`config.mk`:
```
export PLATFORM = sky130hd
export DESIGN_NAME = pdc_entry_eval
export DESIGN_NICKNAME = d
export VERILOG_FILES = /design/src/design/pdc_pkg.sv /design/src/design/pdc_entry_eval.sv
export SDC_FILE = /design/constraint.sdc
export NUM_CORES = 1
export LEC_CHECK = 0
export BUFFER_PORTS_ARGS = -buffer_cell sky130_fd_sc_hd__buf_2
export CORE_ASPECT_RATIO = 0.6
export CORE_MARGIN = 3
export CORE_UTILIZATION = 40
export DETAILED_ROUTE_END_ITERATION = 8
export PLACE_DENSITY = 0.83
export SLEW_MARGIN = 20
export SYNTH_ARGS = -nofsm -noshare
export SYNTH_HDL_FRONTEND = slang
export SYNTH_SLANG_ARGS = --single-unit
```
`constraint.sdc`:
```
create_clock -name vclk -period 12.19
set_input_delay 1.219 -clock vclk [all_inputs]
set_output_delay 1.219 -clock vclk [all_outputs]
set_load 0.02 [all_outputs]
```
`src/design/pdc_pkg.sv`:
```
// Shared types and constants for the duplicate packet filter.
// Used by pdc_entry_eval and packet_dedup_cache_core; depends on nothing.
`timescale 1ns / 1ps
package pdc_pkg;

  localparam int HASH_W = 48;
  localparam int TIME_W = 32;
  localparam int SLOT_W = 6;
  localparam int CMD_W  = 2;

  localparam logic [TIME_W-1:0] EXPIRE_RESET = 32'd60000;

  localparam logic [CMD_W-1:0] CMD_LOOKUP        = 2'd0;
  localparam logic [CMD_W-1:0] CMD_INSERT        = 2'd1;
  localparam logic [CMD_W-1:0] CMD_LOOKUP_INSERT = 2'd2;
  localparam logic [CMD_W-1:0] CMD_CLEAR         = 2'd3;

  // Verdict on one cache entry against the probe.
  typedef struct packed {
    logic live_hit;  // non-empty, unexpired and holding an equal hash
    logic free;      // empty or expired, so it may be overwritten
  } eval_t;

endpackage

```
`src/design/pdc_entry_eval.sv`:
```
// Age and hash check of one entry read from the cache memory.
// Depends on pdc_pkg for the field widths and the eval_t result type.
`timescale 1ns / 1ps
module pdc_entry_eval #(
  parameter int KEY_W = 48
) (
  input  logic                      entry_valid,
  input  logic [pdc_pkg::TIME_W-1:0] entry_stamp,
  input  logic [KEY_W-1:0]          entry_key,
  input  logic [KEY_W-1:0]          probe_key,
  input  logic [pdc_pkg::TIME_W-1:0] now_ms,
  input  logic [pdc_pkg::TIME_W-1:0] expire_ms,
  output pdc_pkg::eval_t            verdict
);

  logic [pdc_pkg::TIME_W-1:0] stamp;
  logic [pdc_pkg::TIME_W-1:0] age;
  logic                       empty;
  logic                       expired;

  // An entry never written since reset or clear has a stamp of zero.
  assign stamp   = entry_valid ? entry_stamp : '0;
  assign empty   = (stamp == '0);
  assign age     = now_ms - stamp;
  assign expired = (age >= expire_ms);

  assign verdict.live_hit = !empty && !expired && (entry_key == probe_key);
  assign verdict.free     = empty || expired;

endmodule

```
== After elaboration in Yosys (flattened, before gate mapping) ==
Index checks and enable logic that the tools add are counted.

* Add/sub/neg operators: 1
* Reduce and logical (&&, ||, !) cells: 6
* Eq/ne operators: 1
* Mux-type cells: 1
* Magnitude comparators: 1

{| class="wikitable"
|+ Operators by type and width
! kind !! count
|-
| $eq A48 B48 Y1 || 1
|-
| $ge A32 B32 Y1 || 1
|-
| $logic_not A32 Y1 || 1
|-
| $mux W32 || 1
|-
| $sub A32 B32 Y32 || 1
|-
| $logic_and A1 B1 Y1 || 2
|-
| $logic_not A1 Y1 || 2
|-
| $logic_or A1 B1 Y1 || 1
|}

* Logic and storage cells: 10
* Input port bits: 193
* Output and inout port bits: 2
* Register bits: 0

== Logic depth before layout (Yosys ltp) ==
* Word-level depth: 6
* Gate-level depth with buffers: 20
* Depth with buffers taken out: 19

== Least setup slack after synthesis ==
OpenSTA, ideal clock, no wires.

* Path kind: in2out
* Start: input port entry_valid
* End: output port verdict[1] (netlist name)
* Buffers on the path: 2
* Data required time: 10.971 ns
* Setup slack: 6.266 ns
* Cell stages on the path: 17
* Arrival time: 4.705 ns
* Cell sequence: clkbuf_1 clkbuf_1 nand2_1 fa_1 a21oi_1 nand4b_1 a21oi_1 a21bo_2 a41o_2 and4_1 or3_1 ha_1 nor2b_1 o21ai_0 o2111ai_1 nor3_1 and3_1

{| class="wikitable"
|+ RTL lines
! element !! line !! text
|-
| start, declared || pdc_entry_eval.sv:7 || <nowiki>input logic entry_valid,</nowiki>
|-
| end, declared || pdc_entry_eval.sv:13 || <nowiki>output pdc_pkg::eval_t verdict</nowiki>
|}

==> results.cfg <==
[place]
place_inst = 744
hpwl_um = 11320
gp_congestion = 0.9285
numPortBuffers = 195

[drt]
routed-via-count = 4117
routed_wl_um = 12370
dr.first_iter.drc_count = 244
drc_errors = 0
ant_nets = 0
drtPass1Iterations = 5
vias_per_cell = 5.519
routedWlPerCell_um = 16.59

[floorplan]
ios = 195
dieArea_mm2 = 0.009072
start_util_pct = 42.44
core_area_mm2 = 0.007477
rows = 24
die_h_um = 74.99
die_w_um = 121.0

[critical_path]
worst_setup_path_start_kind = input pin
cpPeakStageDelay_ns = 0.43
crit_type = input pin to output pin
cp.arrival_ns = 5.52
required_ns = 10.97
path_cells = buf_2 > and2_1 > ha_1 > inv_1 > fa_1 > a21oi_1 > nand4b_1 > a21oi_1 > a21bo_2 > a41o_2 > and4_1 > or3_1 > ha_1 > nor2b_1 > o21ai_0 > o2111ai_1 > nor3_1 > and3_1 > buf_2
cp_slowest_cell = buf_2
crit_fanout = 33
crit_path_end_kind = output pin

[global_routing]
antenna_found_initial = 2
grt_pass1_vias = 3989
gr-total-overflow = 0
grt_max_degree = 34
track_usage_pct = 25.78
grt_pass1_wl_um = 18730

[final_layout]
ff_latch_area_um2 = 0
clkbuf_count = 0
layout_commonest_cell = buf_2
layout-drive-gt1-share_pct = 31.41
seq_cells = 0
finalNonFillerCells = 746
syn2layout_area_growth_pct = 33.28
nFillCells = 743
final_cell_mix = 195 x buf_2, 64 x ha_1, 63 x nand2_1
nNetsFinal = 900

[yosys]
synthDistinctLibCells = 50
synth_seq_area_share_pct = 0
syn-num-nets = 715
synth_area_mm2 = 0.003173
synth_cells = 457
syn_avg_cell_area_um2 = 6.943
ys_warn_count = 0

[clock_network]
ctsResizeCount = 0
cts_hold_buf = 0
post-cts-setup-buffer-count = 0

[power_and_ir_drop]
power_density_mw_per_mm2 = 52.72
max-vdd-ir-drop_uv = 31.19
power.leakage_uw = 0.002261

[run_status]
status = completed

[timing]
tns_ns = 0
rsz0062_at_grt = false
max_freq_mhz = 148.5
worst_slew_pin_slew_ns = 0.5322
hold_viol_final = 0
slew_violations = 0
relSlewSlack_pct = 64.52
hold_slack_ns = 3.110
finalSetupViolCount = 0
fin_crit_sh_pct = 55.24
period_minus_slack_ns = 6.734

[min_path]
min_to = verdict[0]
min_from = expire_ms[15]
worst_hold_path.num_cells = 8
hp-class = input pin to output pin

[job]
cap_violations = 0
[per-stage QoR]
stage | total power (uW) | cell area (um^2) | setup slack, ns | util (%)
after floorplan | 144.0 | 3173 | 6.266 | -
final | 222.9 | 4229 | 5.456 | 56.56
after CTS | 219.7 | 4224 | 5.501 | 56.49
after global routing | 249.1 | 4229 | 5.261 | 56.56
after detailed placement | 218.2 | 4224 | 5.519 | 56.49
after global placement | 211.0 | 4224 | 5.695 | 56.49
[power by group]
part	switching, uW	internal, uW	leakage, uW
clock network	0	0.0000219	0.0000000127
registers	0	0	0
logic	122	101	0.00226
total	122	101	0.00226
[kinds of logic after synthesis]
| kind of cell | synth area share [%] |
|---|---|
| xor gates and xnor gates | 21.81 |
| and+or+nand+nor | 22.95 |
| muxes | 0.6309 |
| buffers and inverters | 6.348 |
| AOI/OAI and AO/OA | 22.40 |
| adders and majority gates | 25.87 |
[worst max path at each step]
stage | startpoint | to | slack [ns]
2_1_floorplan | entry_valid | verdict[1] | 6.27
3_3_place_gp | entry_valid | verdict[1] | 5.69
3_5_place_dp | entry_valid | verdict[1] | 5.52
4_1_cts | entry_valid | verdict[1] | 5.50
5_1_grt | entry_valid | verdict[1] | 5.26
6_report | entry_valid | verdict[1] | 5.46
[synth_stat cells (7+ instances only)]
| library cell | number | area (um^2) |
|---|---|---|
| a21o_1 | 10 | 75.07 |
| a21oi_1 | 44 | 220.2 |
| clkbuf_1 | 9 | 33.78 |
| ha_1 | 64 | 800.8 |
| inv_1 | 39 | 146.4 |
| nand2_1 | 63 | 236.5 |
| nand4_1 | 16 | 100.1 |
| nor2_1 | 20 | 75.07 |
| nor3_1 | 7 | 35.03 |
| nor4_1 | 21 | 131.4 |
| o21ai_0 | 17 | 85.08 |
| xnor2_1 | 19 | 166.4 |
| xor2_1 | 60 | 525.5 |
[per-layer routing]
layer,vias up,wire length [um],track usage (%)
met5,-,0,0
met4,0,188,4.020
met1,1860,5497,34.14
li1,2021,-,-
met2,219,5481,45.51
met3,17,1206,4.354
[worst max-delay path, delay by kind of cell]
family	cells	cell delay, ns
AOI/OAI and AO/OA	6	1.24
buffers and inverters	3	0.65
adders and majority gates	3	0.86
and+or+nand+nor	7	1.55
[area by class of cell]
cell class	instances	area, um^2	share of cell area, %
repair buffers	195	975.9	23.08
multi-input cells	406	2972	70.27
inverters	39	146.4	3.462
well taps	104	130.1	3.077
diodes	2	5.005	0.1183
No activity file was read; power rests on OpenSTA's default activity.
